--- src/hdl/wps_pkg.sv ---
// window placement search package
// types, constants and state codes; no dependencies
`default_nettype none
package wps_pkg;
  localparam int NUM_WINDOWS = 16;
  localparam int SLOT_BITS = 4;
  localparam int COORD_BITS = 11;
  localparam int CFG_BITS = 11;
  localparam int GRID = 10;
  localparam int FINE = 5;
  localparam int VB = COORD_BITS + 3;
  localparam int OVB = 2 * VB + SLOT_BITS + 2;
  localparam int SPB = 2 * VB + SLOT_BITS + 2;
  localparam logic CMD_WRITE = 1'b0;
  localparam logic CFG_SCREEN_WIDTH = 1'b0;
  localparam logic CFG_SCREEN_HEIGHT = 1'b1;

  typedef enum logic [3:0] {
    ST_IDLE, ST_SCAN, ST_COARSE_SET, ST_CAND, ST_WIN, ST_MULX, ST_MULY, ST_ACC,
    ST_DECIDE, ST_FINE_SET, ST_OUT
  } state_t;

  typedef struct packed {
    logic active;
    logic [COORD_BITS-1:0] x1, y1, x2, y2;
  } win_t;

  typedef struct packed {
    logic status;
    logic [COORD_BITS-1:0] left, top, right, bottom;
  } result_t;

  typedef struct packed {
    logic command;
    logic [SLOT_BITS-1:0] slot;
    logic slot_active;
    logic [COORD_BITS-1:0] rect_left, rect_top, rect_right, rect_bottom;
    logic [COORD_BITS-1:0] want_width, want_height;
  } item_t;

  function automatic logic signed [VB-1:0] seg_overlap(
      input logic signed [VB-1:0] a1, a2, b1, b2);
    logic signed [VB-1:0] r;
    if (a2 < b1 || b2 < a1) r = '0;
    else if (a1 <= b1 && a2 >= b2) r = b2 - b1;
    else if (b1 <= a1 && b2 >= a2) r = a2 - a1;
    else if (a1 <= b1 && b1 <= a2 && a2 <= b2) r = a2 - b1;
    else if (b1 <= a1 && a1 <= b2 && b2 <= a2) r = b2 - a1;
    else r = '0;
    return r;
  endfunction
endpackage
`default_nettype wire

--- src/hdl/wps_if.sv ---
// valid/ready channel interface carrying one word
// depends on nothing
`default_nettype none
interface wps_if #(parameter type word_t = logic) (input wire logic clk);
  logic valid;
  logic ready;
  word_t data;
  modport source (output valid, output data, input ready);
  modport sink (input valid, input data, output ready);
endinterface
`default_nettype wire

--- src/hdl/window_placement_search.sv ---
// window placement search top level: table, sequencer, shared overlap unit
// depends on wps_pkg and wps_if
//
// channel | dir | word
// in      | in  | item_t: command, slot, rect, want size
// out     | out | result_t: status, placed rectangle
// cfg     | in  | we, idx, wdata (screen size)
//
// a write, rejected or empty-table place item is answered from ST_SCAN,
// which loads the output register; a search visits ST_CAND and ST_DECIDE
// per candidate, with ST_WIN, ST_MULX, ST_MULY and ST_ACC per active and
// ST_WIN and ST_ACC per inactive table slot. reset clears the table valid
// bits at once. the result stays in the output register until taken; a new
// word is accepted only when the output is free and the search is idle
`default_nettype none
module window_placement_search import wps_pkg::*; (
  input wire logic clk,
  input wire logic rst,
  wps_if.sink in,
  wps_if.source out,
  input wire logic cfg_we,
  input wire logic cfg_idx,
  input wire logic [CFG_BITS-1:0] cfg_wdata
);
  typedef logic signed [VB-1:0] v_t;
  state_t state, state_next;
  win_t table_q [NUM_WINDOWS];
  logic [CFG_BITS-1:0] sw, sh;
  item_t it;
  v_t lx, ly, cx, cy, sx2, sy1, sy2, c1x, c1y, c2x, c2y;
  logic [SLOT_BITS-1:0] wi;
  logic fine, first;
  v_t ovx, ovy, dx, dy;
  logic signed [OVB-1:0] ov, bov;
  logic signed [SPB-1:0] sp, bsp;
  logic signed [2*VB-1:0] prod_a, prod_b;
  v_t b0, b1, b2, b3;
  logic any;
  logic outv;
  result_t res;

  assign in.ready = (state == ST_IDLE) && !outv;
  assign out.valid = outv;
  assign out.data = res;

  always_comb begin
    any = 1'b0;
    for (int i = 0; i < NUM_WINDOWS; i++) any = any | table_q[i].active;
  end

  v_t svw, svh, ex, ey, w1, w2, w3, w4, ix, iy;
  always_comb begin
    svw = v_t'({1'b0, sw}); svh = v_t'({1'b0, sh});
    ex = cx + v_t'(GRID); if (ex > svw) ex = svw;
    ey = cy + v_t'(GRID); if (ey > svh) ey = svh;
    ex = (cx + ex) >>> 1; ey = (cy + ey) >>> 1;
    w1 = v_t'({1'b0, table_q[wi].x1}); w2 = v_t'({1'b0, table_q[wi].y1});
    w3 = v_t'({1'b0, table_q[wi].x2}); w4 = v_t'({1'b0, table_q[wi].y2});
    ix = (lx < svw - v_t'(GRID)) ? v_t'(GRID) : v_t'(0);
    iy = (ly < svh - v_t'(GRID)) ? v_t'(GRID) : v_t'(0);
  end

  always_ff @(posedge clk) begin
    if (rst) begin
      state <= ST_IDLE; outv <= 1'b0; sw <= CFG_BITS'(480); sh <= CFG_BITS'(272);
      for (int i = 0; i < NUM_WINDOWS; i++) table_q[i].active <= 1'b0;
      b0 <= '0; b1 <= '0; b2 <= '0; b3 <= '0; bov <= '0; bsp <= '0; first <= 1'b1;
    end else begin
      state <= state_next;
      if (cfg_we && cfg_idx == CFG_SCREEN_WIDTH) sw <= cfg_wdata;
      if (cfg_we && cfg_idx == CFG_SCREEN_HEIGHT) sh <= cfg_wdata;
      if (out.valid && out.ready) outv <= 1'b0;
      unique case (state)
        ST_IDLE: if (in.valid && in.ready) begin
          it <= in.data;
          lx <= v_t'({1'b0, in.data.want_width}); ly <= v_t'({1'b0, in.data.want_height});
        end
        ST_SCAN: begin
          if (it.command == CMD_WRITE) begin
            table_q[it.slot] <= '{it.slot_active, it.rect_left, it.rect_top,
                                  it.rect_right, it.rect_bottom};
            res <= '0;
            outv <= 1'b1;
          end else if (!(lx < svw && ly < svh)) begin
            res <= '{status: 1'b1, default: '0};
            outv <= 1'b1;
          end else if (!any) begin
            res <= '{1'b0, COORD_BITS'(ix), COORD_BITS'(iy), COORD_BITS'(ix + lx),
                     COORD_BITS'(iy + ly)};
            outv <= 1'b1;
          end else begin
            cx <= lx; cy <= ly; fine <= 1'b0; first <= 1'b1;
          end
        end
        ST_CAND: begin
          if (fine) begin
            c1x <= cx; c1y <= cy; c2x <= cx + lx; c2y <= cy + ly;
          end else begin
            c1x <= ex - lx; c1y <= ey - ly; c2x <= ex; c2y <= ey;
          end
          ov <= '0; sp <= '0; wi <= '0;
        end
        ST_WIN: begin
          ovx <= seg_overlap(w1, w3, c1x, c2x);
          ovy <= seg_overlap(w2, w4, c1y, c2y);
          dx <= ((w1 + w3) >>> 1) - ((c1x + c2x) >>> 1);
          dy <= ((w2 + w4) >>> 1) - ((c1y + c2y) >>> 1);
        end
        ST_MULX: begin prod_a <= ovx * ovy; prod_b <= dx * dx; end
        ST_MULY: begin
          ov <= ov + OVB'(prod_a); sp <= sp + SPB'(prod_b); prod_b <= dy * dy;
        end
        ST_ACC: begin
          if (table_q[wi].active) sp <= sp + SPB'(prod_b);
          wi <= wi + 1'b1;
        end
        ST_DECIDE: begin
          if (first || ov < bov || (ov == bov && sp > bsp)) begin
            b0 <= c1x; b1 <= c1y; b2 <= c2x; b3 <= c2y; bov <= ov; bsp <= sp;
            first <= 1'b0;
          end
          if (fine) begin
            if (cy + v_t'(1) < sy2) cy <= cy + v_t'(1);
            else begin cy <= sy1; cx <= cx + v_t'(1); end
          end else if (cy + v_t'(GRID) < svh) cy <= cy + v_t'(GRID);
          else begin cy <= ly; cx <= cx + v_t'(GRID); end
        end
        ST_FINE_SET: begin
          fine <= 1'b1; first <= 1'b1;
          cx <= (b0 - v_t'(FINE) < 0) ? v_t'(0) : b0 - v_t'(FINE);
          cy <= (b1 - v_t'(FINE) < 0) ? v_t'(0) : b1 - v_t'(FINE);
          sy1 <= (b1 - v_t'(FINE) < 0) ? v_t'(0) : b1 - v_t'(FINE);
          sx2 <= (b0 + v_t'(FINE) + lx > svw) ? svw - lx : b0 + v_t'(FINE);
          sy2 <= (b1 + v_t'(FINE) + ly > svh) ? svh - ly : b1 + v_t'(FINE);
        end
        ST_OUT: begin
          res <= '{1'b0, COORD_BITS'(b0), COORD_BITS'(b1), COORD_BITS'(b2),
                   COORD_BITS'(b3)};
          outv <= 1'b1;
        end
        default: ;
      endcase
    end
  end

  always_comb begin
    state_next = state;
    unique case (state)
      ST_IDLE: if (in.valid && in.ready) state_next = ST_SCAN;
      ST_SCAN: state_next = (it.command == CMD_WRITE || !(lx < svw && ly < svh) || !any)
                            ? ST_IDLE : ST_COARSE_SET;
      ST_COARSE_SET: state_next = (cx < svw && cy < svh) ? ST_CAND : ST_FINE_SET;
      ST_CAND: state_next = ST_WIN;
      ST_WIN: state_next = table_q[wi].active ? ST_MULX : ST_ACC;
      ST_MULX: state_next = ST_MULY;
      ST_MULY: state_next = ST_ACC;
      ST_ACC: state_next = (wi == SLOT_BITS'(NUM_WINDOWS - 1)) ? ST_DECIDE : ST_WIN;
      ST_DECIDE: begin
        if (fine) begin
          if (cy + v_t'(1) < sy2) state_next = ST_CAND;
          else state_next = (cx + v_t'(1) < sx2) ? ST_CAND : ST_OUT;
        end else if (cy + v_t'(GRID) < svh) state_next = ST_CAND;
        else state_next = (cx + v_t'(GRID) < svw) ? ST_CAND : ST_FINE_SET;
      end
      ST_FINE_SET: state_next = ST_COARSE_SET;
      ST_OUT: state_next = ST_IDLE;
      default: state_next = ST_IDLE;
    endcase
    if (state == ST_COARSE_SET && fine)
      state_next = (cx < sx2 && cy < sy2) ? ST_CAND : ST_OUT;
  end
endmodule
`default_nettype wire

--- src/flat_wrapper.sv ---
// flat-port wrapper written by rule: the top's interface ports become plain ports
module window_placement_search_flat import wps_pkg::*;
  (clk, rst, cfg_we, cfg_idx, cfg_wdata, in_valid, in_data, in_ready, out_valid, out_data, out_ready);
  wps_if #(.word_t(item_t)) in_i (.clk(clk));
  wps_if #(.word_t(result_t)) out_i (.clk(clk));
  input wire logic clk;
  input wire logic rst;
  input wire logic cfg_we;
  input wire logic cfg_idx;
  input wire logic [CFG_BITS-1:0] cfg_wdata;
  input wire logic [$bits(in_i.valid)-1:0] in_valid;
  input wire logic [$bits(in_i.data)-1:0] in_data;
  output wire logic [$bits(in_i.ready)-1:0] in_ready;
  output wire logic [$bits(out_i.valid)-1:0] out_valid;
  output wire logic [$bits(out_i.data)-1:0] out_data;
  input wire logic [$bits(out_i.ready)-1:0] out_ready;
  assign in_i.valid = in_valid;
  assign in_i.data = in_data;
  assign in_ready = in_i.ready;
  assign out_valid = out_i.valid;
  assign out_data = out_i.data;
  assign out_i.ready = out_ready;
  window_placement_search u_core (.clk(clk), .rst(rst), .in(in_i), .out(out_i), .cfg_we(cfg_we), .cfg_idx(cfg_idx), .cfg_wdata(cfg_wdata));
endmodule
--- config.mk ---
export PLATFORM = sky130hd
export DESIGN_NAME = window_placement_search_flat
export DESIGN_NICKNAME = d
export VERILOG_FILES = /design/src/hdl/wps_pkg.sv /design/src/hdl/wps_if.sv /design/src/hdl/window_placement_search.sv /design/src/flat_wrapper.sv
export SDC_FILE = /design/constraint.sdc
export NUM_CORES = 2
export LEC_CHECK = 0
export BUFFER_PORTS_ARGS = -buffer_cell sky130_fd_sc_hd__buf_2
export CAP_MARGIN = 0
export CORE_MARGIN = 8
export CORE_UTILIZATION = 31
export CTS_CLUSTER_SIZE = 28
export DETAILED_ROUTE_END_ITERATION = 16
export GPL_TIMING_DRIVEN = 0
export PLACE_DENSITY = 0.43
export SLEW_MARGIN = 20
export SYNTH_ARGS = -nofsm -noshare
export SYNTH_HDL_FRONTEND = slang
export SYNTH_SLANG_ARGS = --single-unit
--- constraint.sdc ---
create_clock -name clk -period 19 [get_ports clk]
set_clock_uncertainty 0.1 [all_clocks]
set_input_delay 1.9 -clock clk [delete_from_list [all_inputs] [get_ports clk]]
set_output_delay 1.9 -clock clk [all_outputs]
set_load 0.05 [all_outputs]
==> summary.txt <==
Worst-path clk slew = 0.06 ns
Hold Crit Class = reg -> reg
pin count of the biggest net entering global routing = 35
Avg Inst Size Synth = 11.14 sq um
Buf/Inv on CP = 4
drt via density = 5.175
Core Area = 0.3081 sq mm
total CTS buffers = 160
syn_nets = 10,070
CP Capture Type = register
Max Slew Vio Count = 0
post-synth top area cell = edfxtp_1
critical path's slowest cell = clkbuf_1
Max Freq = 103.0 MHz
Crit path max-delay family = compound AO/OA/AOI/OAI gates
fraction of final layout cells sized beyond drive strength 1 = 9.479%
Fin Hold WS = 0.4242 ns
# hold bufs at CTS = 0
# Post-CTS Setup Buffers = 0
Seq. cell area = 0.03745 sq mm
DRT Pass-1 Iters = 7
number of port buffers = 134
drt wl/cell = 25.00 um
Synth Flop Type = edfxtp_1
reg2reg path depth = 35
die height = 571.8 um
synth-to-layout area growth = 13.39%
antenna viol nets, final = 0
CTS Sinks = 1,297
Post-synth EDFFs = 1,147
drt initial violations = 5,169
first-pass GRT wire length = 483,000 um
Yosys warnings = 0
Residual DRC = 0
WL final = 331,000 um
Cells after Synth = 8,594
CP Launch Type = register
Std-Cell Rows = 204
number of global-route vias before repair = 70,750
Required @ worst endpoint = 19.41 ns
Initial Util = 31.09%
setup violators final = 0
min-delay src = u_core.sh[2]
CP max stage delay = 0.58 ns
overall power = 0.006651 W
VDD IR max = 0.07663 mV
Netlist Area Pre-Place = 0.09577 sq mm
depth of the worst hold-timing path = 2
H-tree Lvls = 4
unrepaired setup endpoints after global routing = false
maximum clock path buffer count = 4
Hold Vio Cnt, Final = 0
Overall Global Routing Usage = 19.79%
post-synthesis register bit count = 1,297
DPL Wire Length = 262,100 um
FILL cells = 30,860
Yosys cell types = 95
multi-input logic area = 0.05380 sq mm
top-count cell post-synth = edfxtp_1
R2R Setup Slk = 9.30 ns
P_leak = 43.58 nW
largest cells by area after synthesis = edfxtp_1 36%, fa_1 12%, ha_1 11%
cts repair resizes = 0
io pins = 136
Post-synth top cells = 1,147 x edfxtp_1, 913 x inv_1, 812 x ha_1, 765 x nand2_1, 570 x fa_1
ratio of final minimum period to clock period = 51.08%
max cap viols = 0
nets = 10,460
crit path kind = reg -> reg
Worst Path Max Fanout = 10
reg2reg end = u_core.c1y[12]
gr ovfl total = 0
gp weighted congestion = 0.9028
initial antenna violation count = 11
CTS tree = done
Power Dens Cells = 61.24 mW/mm^2
Rel. slew slack = 24.51%
Top cell by count, worst path = a21oi_1
run status = completed
R2R Path Start = u_core.cy[3]
Seq/Total Area, Yosys = 39.10%
Hold EP = u_core.sh[2]
Die Span X = 571.8 um
post-synthesis async set-or-reset flop share = 0%
final setup TNS = 0 ns
fin crit period = 9.705 ns
root buffer cell = clkbuf_16
top cell type's share of synthesized area = 35.96%
via count = 68,520
clk_lat worst skew = 0.86 ns
worst slew pin tran = 1.104 ns
die area = 0.3270 sq mm
crit path DAT = 10.11 ns
[stage by stage]
step | area [sq um] | worst slack [ns] | std cells | util [%]
detailed placement | 103500 | 9.583 | 12950 | 33.60
global placement | 101600 | 5.640 | 12850 | 32.98
finish | 108600 | 9.295 | 13240 | 35.25
global route | 108600 | 8.597 | 13240 | 35.25
CTS | 108600 | 9.468 | 13240 | 35.24
floorplan | 95770 | 11.78 | 8594 | -
[layer usage]
metal | track usage (%) | vias up | routed length (um)
li1 | - | 31710 | -
met1 | 27.08 | 34640 | 149800
met2 | 33.33 | 1731 | 156400
met3 | 2.144 | 435 | 14880
met4 | 5.418 | 0 | 9992
met5 | 0 | - | 0
[state kept, by name (all words and copies together) (netlist names), 27 cells and up, named ones only]
register and count:
u_core.bov 34, u_core.prod_a 28, u_core.it 50, u_core.table_q 720
u_core.out.data 45, u_core.bsp 34, u_core.ov 34, u_core.prod_b 27
u_core.sp 34
[cells in the final DEF (no fill, tap or decap), types with 161 or more instances in the layout]
cell,n
clkbuf_16,161
xnor2_1,318
edfxtp_1,1147
nand2_1,765
o21ai_0,321
ha_1,810
fa_1,570
nor2_1,422
buf_2,167
clkbuf_1,311
mux4_2,225
and2_1,245
inv_1,913
a21oi_1,385
[tightest hold or removal path, stage by stage (launching register included)]
cell	delay [ns]
dfxtp_1	0.35
nand2_1	0.07
a21oi_1	0.06
[report_power, final]
part	leakage (nW)	internal, W	switching (W)
sequential	11.8	0.00314	0.0000565
combinational	29.3	0.000151	0.000278
clock	2.46	0.00174	0.00128
[cell type report]
class,instances,area share (%)
multi-input cells,6039,49.54
clock buffers,191,3.814
clock inverters,97,0.8480
plain buffers,343,1.250
inverters,915,3.163
flip-flops and latches,1297,34.48
repair buffers,233,2.149
diodes,6,0.01383
well taps,4120,4.747
[how the worst max path moves through the flow]
stage | from | to | slack (ns) | cells past startpoint
CTS | u_core.cy[3] | u_core.c1y[12] | 9.47 | 35
floorplan | rst | u_core.dx[0] | 11.78 | 6
detailed placement | u_core.cy[3] | u_core.c1y[12] | 9.58 | 35
finish | u_core.cy[3] | u_core.c1y[12] | 9.30 | 35
global placement | rst | u_core.table_q[0][44] | 5.64 | 6
global route | u_core.cy[3] | u_core.c1y[12] | 8.60 | 35
[cells by family after synthesis]
group                    count (synthesis)  share of synthesized area [%]
adder cells (fa/ha/maj)               1382                          22.52
XOR/XNOR                               449                          4.141
AND/OR/NAND/NOR                       2226                          11.20
buffers and inverters                 1258                          4.959
AO/OA/AOI/OAI                         1677                          11.90
multiplexers                           305                          6.178
flip-flops                            1297                          39.10
Note: power is estimated with default switching activity, not from simulation.
